File: config.mk
export PLATFORM = sky130hd
export DESIGN_NAME = base64_stream_encoder
export DESIGN_NICKNAME = d
export VERILOG_FILES = /design/src/rtl/b64e_pkg.sv /design/src/rtl/b64e_front.sv /design/src/rtl/b64e_jobq.sv /design/src/rtl/b64e_back.sv /design/src/rtl/base64_stream_encoder.sv
export SDC_FILE = /design/constraint.sdc
export NUM_CORES = 1
export LEC_CHECK = 0
export ABC_AREA = 1
export BUFFER_PORTS_ARGS = -buffer_cell sky130_fd_sc_hd__buf_2
export CAP_MARGIN = 10
export CORE_ASPECT_RATIO = 0.8
export CORE_MARGIN = 5
export CORE_UTILIZATION = 30
export CTS_CLUSTER_DIAMETER = 120
export DETAILED_ROUTE_END_ITERATION = 12
export SLEW_MARGIN = 20
export SYNTH_ARGS = -nofsm -noshare
export SYNTH_HDL_FRONTEND = slang
export SYNTH_SLANG_ARGS = --single-unit
export TNS_END_PERCENT = 5
File: constraint.sdc
create_clock -name i_clk -period 2.3 [get_ports i_clk]
set_input_delay 0.23 -clock i_clk [delete_from_list [all_inputs] [get_ports i_clk]]
set_output_delay 0.23 -clock i_clk [all_outputs]
set_load 0.05 [all_outputs]
File: src/rtl/b64e_pkg.sv
`default_nettype none
package b64e_pkg;

    localparam int JQ_DEPTH = 4;
    localparam int JQ_AW    = $clog2(JQ_DEPTH);

    localparam logic [6:0] CHAR_UPPER_A = 7'h41;
    localparam logic [6:0] CHAR_LOWER_A = 7'h61;
    localparam logic [6:0] CHAR_DIGIT_0 = 7'h30;
    localparam logic [6:0] CHAR_PLUS    = 7'h2B;
    localparam logic [6:0] CHAR_SLASH   = 7'h2F;
    localparam logic [6:0] CHAR_PAD     = 7'h3D;

    localparam logic [1:0] PH_FIRST  = 2'd0;
    localparam logic [1:0] PH_SECOND = 2'd1;
    localparam logic [1:0] PH_THIRD  = 2'd2;

    typedef struct packed {
        logic [1:0]      cnt_m1;
        logic [3:0][6:0] chars;
        logic            last;
    } t_job;

    function automatic logic [6:0] f_b64_char(input logic [5:0] v);
        logic [6:0] w;
        logic [6:0] r;
        w = {1'b0, v};
        if (v < 6'd26) begin
            r = CHAR_UPPER_A + w;
        end else if (v < 6'd52) begin
            r = CHAR_LOWER_A + w - 7'd26;
        end else if (v < 6'd62) begin
            r = CHAR_DIGIT_0 + w - 7'd52;
        end else if (v == 6'd62) begin
            r = CHAR_PLUS;
        end else begin
            r = CHAR_SLASH;
        end
        return r;
    endfunction

endpackage
`default_nettype wire

File: src/rtl/b64e_front.sv
`default_nettype none
module b64e_front (
    input  wire logic          i_clk,
    input  wire logic          i_rst_n,
    input  wire logic          push,
    input  wire logic          i_q_full,
    input  wire logic [7:0]    i_data_byte,
    input  wire logic          i_end_of_message,
    output b64e_pkg::t_job     o_job,
    output logic               o_wr_en
);
    import b64e_pkg::*;

    logic [3:0] r_pend;
    logic [1:0] r_phase;
    logic [3:0] n_pend;
    logic [1:0] n_phase;
    logic [3:0] pend_mid;
    logic [1:0] phase_mid;
    t_job       job;

    assign o_wr_en = push && !i_q_full;

    always_comb begin
        job       = '0;
        pend_mid  = '0;
        phase_mid = PH_FIRST;
        unique case (r_phase)
            PH_SECOND: begin
                job.chars[0] = f_b64_char({r_pend[1:0], i_data_byte[7:4]});
                pend_mid     = i_data_byte[3:0];
                phase_mid    = PH_THIRD;
            end
            PH_THIRD: begin
                job.chars[0] = f_b64_char({r_pend, i_data_byte[7:6]});
                job.chars[1] = f_b64_char(i_data_byte[5:0]);
                job.cnt_m1   = 2'd1;
                pend_mid     = '0;
                phase_mid    = PH_FIRST;
            end
            default: begin
                job.chars[0] = f_b64_char(i_data_byte[7:2]);
                pend_mid     = {2'b00, i_data_byte[1:0]};
                phase_mid    = PH_SECOND;
            end
        endcase
        n_pend  = pend_mid;
        n_phase = phase_mid;
        if (i_end_of_message) begin
            job.last = 1'b1;
            if (phase_mid == PH_SECOND) begin
                job.chars[1] = f_b64_char({pend_mid[1:0], 4'b0000});
                job.chars[2] = CHAR_PAD;
                job.chars[3] = CHAR_PAD;
                job.cnt_m1   = 2'd3;
            end else if (phase_mid == PH_THIRD) begin
                job.chars[1] = f_b64_char({pend_mid, 2'b00});
                job.chars[2] = CHAR_PAD;
                job.cnt_m1   = 2'd2;
            end
            n_pend  = '0;
            n_phase = PH_FIRST;
        end
    end

    assign o_job = job;

    always_ff @(posedge i_clk) begin
        if (!i_rst_n) begin
            r_pend  <= '0;
            r_phase <= PH_FIRST;
        end else if (o_wr_en) begin
            r_pend  <= n_pend;
            r_phase <= n_phase;
        end
    end

endmodule
`default_nettype wire

File: src/rtl/b64e_jobq.sv
`default_nettype none
module b64e_jobq (
    input  wire logic          i_clk,
    input  wire logic          i_rst_n,
    input  wire logic          i_wr_en,
    input  wire b64e_pkg::t_job i_job,
    output logic               o_full,
    input  wire logic          i_rd_en,
    output b64e_pkg::t_job     o_job,
    output logic               o_valid
);
    import b64e_pkg::*;

    t_job             r_mem [JQ_DEPTH];
    logic [JQ_AW-1:0] r_wr_ptr;
    logic [JQ_AW-1:0] r_rd_ptr;
    logic [JQ_AW:0]   r_count;
    logic             wr;
    logic             rd;

    assign o_full  = (r_count == (JQ_AW+1)'(JQ_DEPTH));
    assign o_valid = (r_count != '0);
    assign o_job   = r_mem[r_rd_ptr];
    assign wr      = i_wr_en && !o_full;
    assign rd      = i_rd_en && o_valid;

    always_ff @(posedge i_clk) begin
        if (wr) begin
            r_mem[r_wr_ptr] <= i_job;
        end
    end

    always_ff @(posedge i_clk) begin
        if (!i_rst_n) begin
            r_wr_ptr <= '0;
            r_rd_ptr <= '0;
            r_count  <= '0;
        end else begin
            if (wr) begin
                r_wr_ptr <= r_wr_ptr + JQ_AW'(1);
            end
            if (rd) begin
                r_rd_ptr <= r_rd_ptr + JQ_AW'(1);
            end
            if (wr && !rd) begin
                r_count <= r_count + (JQ_AW+1)'(1);
            end else if (rd && !wr) begin
                r_count <= r_count - (JQ_AW+1)'(1);
            end
        end
    end

endmodule
`default_nettype wire

File: src/rtl/b64e_back.sv
`default_nettype none
module b64e_back (
    input  wire logic          i_clk,
    input  wire logic          i_rst_n,
    input  wire b64e_pkg::t_job i_job,
    input  wire logic          i_job_valid,
    output logic               o_job_done,
    output logic               empty,
    input  wire logic          pop,
    output logic [6:0]         o_ascii_char,
    output logic               o_last_char
);
    import b64e_pkg::*;

    logic [1:0] r_idx;
    logic       r_out_valid;
    logic [6:0] r_char;
    logic       r_last;
    logic       load;
    logic       at_end;

    assign empty        = !r_out_valid;
    assign o_ascii_char = r_char;
    assign o_last_char  = r_last;
    assign load         = i_job_valid && (!r_out_valid || pop);
    assign at_end       = (r_idx == i_job.cnt_m1);
    assign o_job_done   = load && at_end;

    always_ff @(posedge i_clk) begin
        if (load) begin
            r_char <= i_job.chars[r_idx];
            r_last <= i_job.last && at_end;
        end
    end

    always_ff @(posedge i_clk) begin
        if (!i_rst_n) begin
            r_idx       <= '0;
            r_out_valid <= 1'b0;
        end else begin
            if (load) begin
                r_out_valid <= 1'b1;
                r_idx       <= at_end ? 2'd0 : r_idx + 2'd1;
            end else if (pop) begin
                r_out_valid <= 1'b0;
            end
        end
    end

endmodule
`default_nettype wire

File: src/rtl/base64_stream_encoder.sv
// path: a byte's characters pass through the job queue and then the output register
// throughput: one character per cycle while pop is held; a byte yields one or two characters,
// the last byte two to four (four characters per three bytes in a steady stream)
// the character serializer emitting one character per cycle while pop is held sets the rate
// a four-entry job queue lets bytes be taken while characters drain
// reset: synchronous, active low; clears group state, queue pointers and the output valid flag
`default_nettype none
module base64_stream_encoder (
    input  wire logic       i_clk,
    input  wire logic       i_rst_n,
    input  wire logic       push,
    output logic            full,
    input  wire logic [7:0] i_data_byte,
    input  wire logic       i_end_of_message,
    output logic            empty,
    input  wire logic       pop,
    output logic [6:0]      o_ascii_char,
    output logic            o_last_char
);
    import b64e_pkg::*;

    t_job wr_job;
    t_job rd_job;
    logic wr_en;
    logic rd_valid;
    logic rd_done;

    b64e_front u_front (
        .i_clk            (i_clk),
        .i_rst_n          (i_rst_n),
        .push             (push),
        .i_q_full         (full),
        .i_data_byte      (i_data_byte),
        .i_end_of_message (i_end_of_message),
        .o_job            (wr_job),
        .o_wr_en          (wr_en)
    );

    b64e_jobq u_jobq (
        .i_clk   (i_clk),
        .i_rst_n (i_rst_n),
        .i_wr_en (wr_en),
        .i_job   (wr_job),
        .o_full  (full),
        .i_rd_en (rd_done),
        .o_job   (rd_job),
        .o_valid (rd_valid)
    );

    b64e_back u_back (
        .i_clk        (i_clk),
        .i_rst_n      (i_rst_n),
        .i_job        (rd_job),
        .i_job_valid  (rd_valid),
        .o_job_done   (rd_done),
        .empty        (empty),
        .pop          (pop),
        .o_ascii_char (o_ascii_char),
        .o_last_char  (o_last_char)
    );

endmodule
`default_nettype wire
==> impl_results.md <==
- Outcome: completed
- Iter 0 DRT Violations: 456
- Syn nets: 736
- Synth top area cells: edfxtp_1, nand2_1, ha_1, dfxtp_1, o21ai_0
- Synth Area in Compound Gates: roughly 15%
- Post-synthesis simple-gate area fraction: 21.48%
- Clock tree buffer depth: 2
- Nets: 800
- Synth warn: 0
- Syn Inst Count: 692
- Utilization after layout: 36.41%
- Lkg Pwr: about 0.0029 uW
- Mapped cell area: 0.005854 mm2
- Netlist cell types: 35
- Top-count cell post-synth: nand2_1
- Chip width: 166.2 um
- H-tree depth: 3
- Initial Util: 30.67%
- Max-cap violations: 0
- WL met2: around 6500 um
- Site Rows: 45
- Die ar.: 0.02243 mm2
- Total iterations of the first detailed-routing run: 5
- Metal-1 WL: 7773 um
- Synth Area in XOR/XNOR: 2.693%
- Clock sinks: between 90 and 100
- Tot Pwr: 6785 uW
- CTS tree: yes
- Asr flop ratio synth: 0%
- Max layer used: met4
- Worst-Margin Slew: 373.9 ps
- Worst-path clk slew: 60 ps
- GRT Resource Usage Total: 13.87%
- Port bufs: 22
- Grt total ovfl: 0
- Final period utilization: 92.48%
- Die height: 134.9 um
- Seq/Total Area, Yosys: 47.19%
- Slew Viols, Final: 0
- Worst path max stage delay: 350 ps
- Main synth FF type: edfxtp_1
- Synthesis-to-layout area growth: 18.70%
- Met3 WL post-DR: 915 um
- Data required, critical path: ~2400 ps
- Mux cell area share after synthesis: 0%
- Drt wl/cell: about 15 um
- Setup crit end kind: register
- Synthesized flop and latch total: 98
- WP data arrival: 2240 ps
- Cell mode on critical path: inv_1
- Slowest stage cell, crit path: dfxtp_1
- Vias in the first global route: around 4700
- Top-area cell type share of the netlist area: 41.03%
- Remaining antenna violation count: 0
- Placeable Area: 0.01909 mm2
- Cell Pwr Density: just under 1000 mW/mm2
- Via density: 4.828
- Clock latency on the worst-skew pair: 340 ps
- Crit path kind: register to register
- Final Skew: between 8 and 9 ps
- Largest net degree at the start of global routing: 27
- Largest fanout on the critical path: 4
- I/O Pins: 23
- Final worst slack: 172.9 ps
- Antenna violations before repair: 0
- First-pass GRT wire length: around 25000 um
- Crit path launch type: register
- Final setup fails: 0
- Root Driver: clkbuf_16
- Worst hold path class: primary input to register
- Crit path cell chain: inv_2 > ha_4 > inv_2 > a21oi_4 > inv_1 > ha_1 > inv_1 > nand4_1 > nand2_2 > inv_1 > nand2_1 > nand3_1 > o211ai_1
- Largest family of logic cells by synthesized area: simple AND/OR/NAND/NOR gates
- Total CTS buffers: 9
- Adder-Cell Fraction of Synth Area: 6.754%
- Layout cells sized above 1: between 10% and 20%
- Area leader, netlist: edfxtp_1
- Hpwl dp: about 11000 um
- Final wirelength: between 15000 and 20000 um
- Avg Cell Area, Syn: 8.460 um2
- WHS: 206.0 ps
- RSZ-0062 raised after global routing: false
- Final hold viol count: 0
- Worst VDD drop: 0.0005852 V
- Fillers: 1955
- Synth top cells by count: nand2_1, edfxtp_1, inv_1
- Max-slew headroom: 75.05%
- CTS Hold Buffers Added: 0
- Vias after detailed routing: approximately 4900
- Ant. Diodes: 0
- Placer Congestion: 0.8624
- Drt drc: 0
- Max frequency: 0.4701 GHz
- Post-synth EDFFs: 80
- Min Tclk post-route: 2127 ps
- Pre-CTS WS: -5.924 ps
[kinds of logic after synthesis]
family	count (synthesis)
flops	98
compound gates	151
xor+xnor	18
buf+inv	105
fa+ha+maj	31
simple gates	289
[worst max-delay path, delay by kind of cell (launching register included)]
family                   cells  cell delay, ps
buffers and inverters        5             300
adder cells (fa/ha/maj)      2             470
flip-flops                   1             350
AO/OA/AOI/OAI                2             370
AND/OR/NAND/NOR              4             420
[metrics by stage]
stage / cell area [um2] / std cells / TNS [ps]
floorplan: 5868 / 692 / 0
global placement: 6589 / 1001 / 0
detailed placement: 6589 / 1001 / -23.59
CTS: 6900 / 1017 / 0
global route: 6949 / 1019 / 0
finish: 6949 / 1019 / 0
[flip-flops by register name, indices dropped and copies added, names as in the netlist, named ones only]
register / cells
u_back.r_idx: 2
u_front.r_phase: 2
u_jobq.r_mem: 72
u_back.r_out_valid: 1
u_back.o_last_char: 1
u_jobq.r_rd_ptr: 2
u_jobq.r_count: 3
u_jobq.r_wr_ptr: 2
u_front.r_pend: 4
u_back.o_ascii_char: 7
[layer usage]
metal	global-route usage (%)	up-vias
met2	20.92	141
met3	2.897	11
met5	0	-
met4	2.703	0
met1	20.62	2277
li1	-	2491
[layout by cell type, fill, tap and decap left out, drive strengths merged]
cell type,instances
bufinv,1
nand2,145
clkinv,2
nand3,58
o31ai,1
xnor2,5
o221ai,5
nor2,73
inv,83
a211oi,6
edfxtp,80
xor2,13
a31oi,7
dfxtp,18
o21ai,67
o21a,1
a21oi,36
ha,30
nor3,4
o22ai,9
o211ai,18
buf,76
fa,1
a22oi,1
nand4,7
or2,2
clkbuf,12
[cell type report]
class	instances	area, um2	share of cell area [%]
sequential	98	2764	39.77
multi-input combinational	489	2726	39.23
timing repair buffer	76	515.5	7.418
tap	258	322.8	4.645
inverter	82	312.8	4.501
clock buffer	12	257.7	3.709
clock inverter	4	50.05	0.7202
[path summary, 6_finish.rpt]
| path | slack (ps) | depth (start not counted) | end | startpoint |
|---|---|---|---|---|
| worst max-delay path | 170 | 13 | u_jobq.r_mem[1][12]$_DFFE_PP_ | u_front.r_phase[0]$_SDFFE_PN0P_ |
| worst min-delay path | 210 | 3 | u_jobq.r_wr_ptr[0]$_SDFFE_PN0P_ | i_rst_n |
| worst max register to register | 170 | 13 | u_jobq.r_mem[1][12]$_DFFE_PP_ | u_front.r_phase[0]$_SDFFE_PN0P_ |
| worst min register to register | 490 | 2 | register | u_jobq.r_rd_ptr[1]$_SDFFE_PN0P_ |
[power by group]
part	internal, uW	total, uW	switching [uW]
sequential	2400	2530	125
combinational	864	2720	1860
clock	910	1530	625
[repair_timing]
action	CTS	global route
resized for setup	1	13
pin swaps	0	4
setup endpoints to repair	8	29
buffers inserted	0	2
No activity file was read; power rests on OpenSTA's default activity.
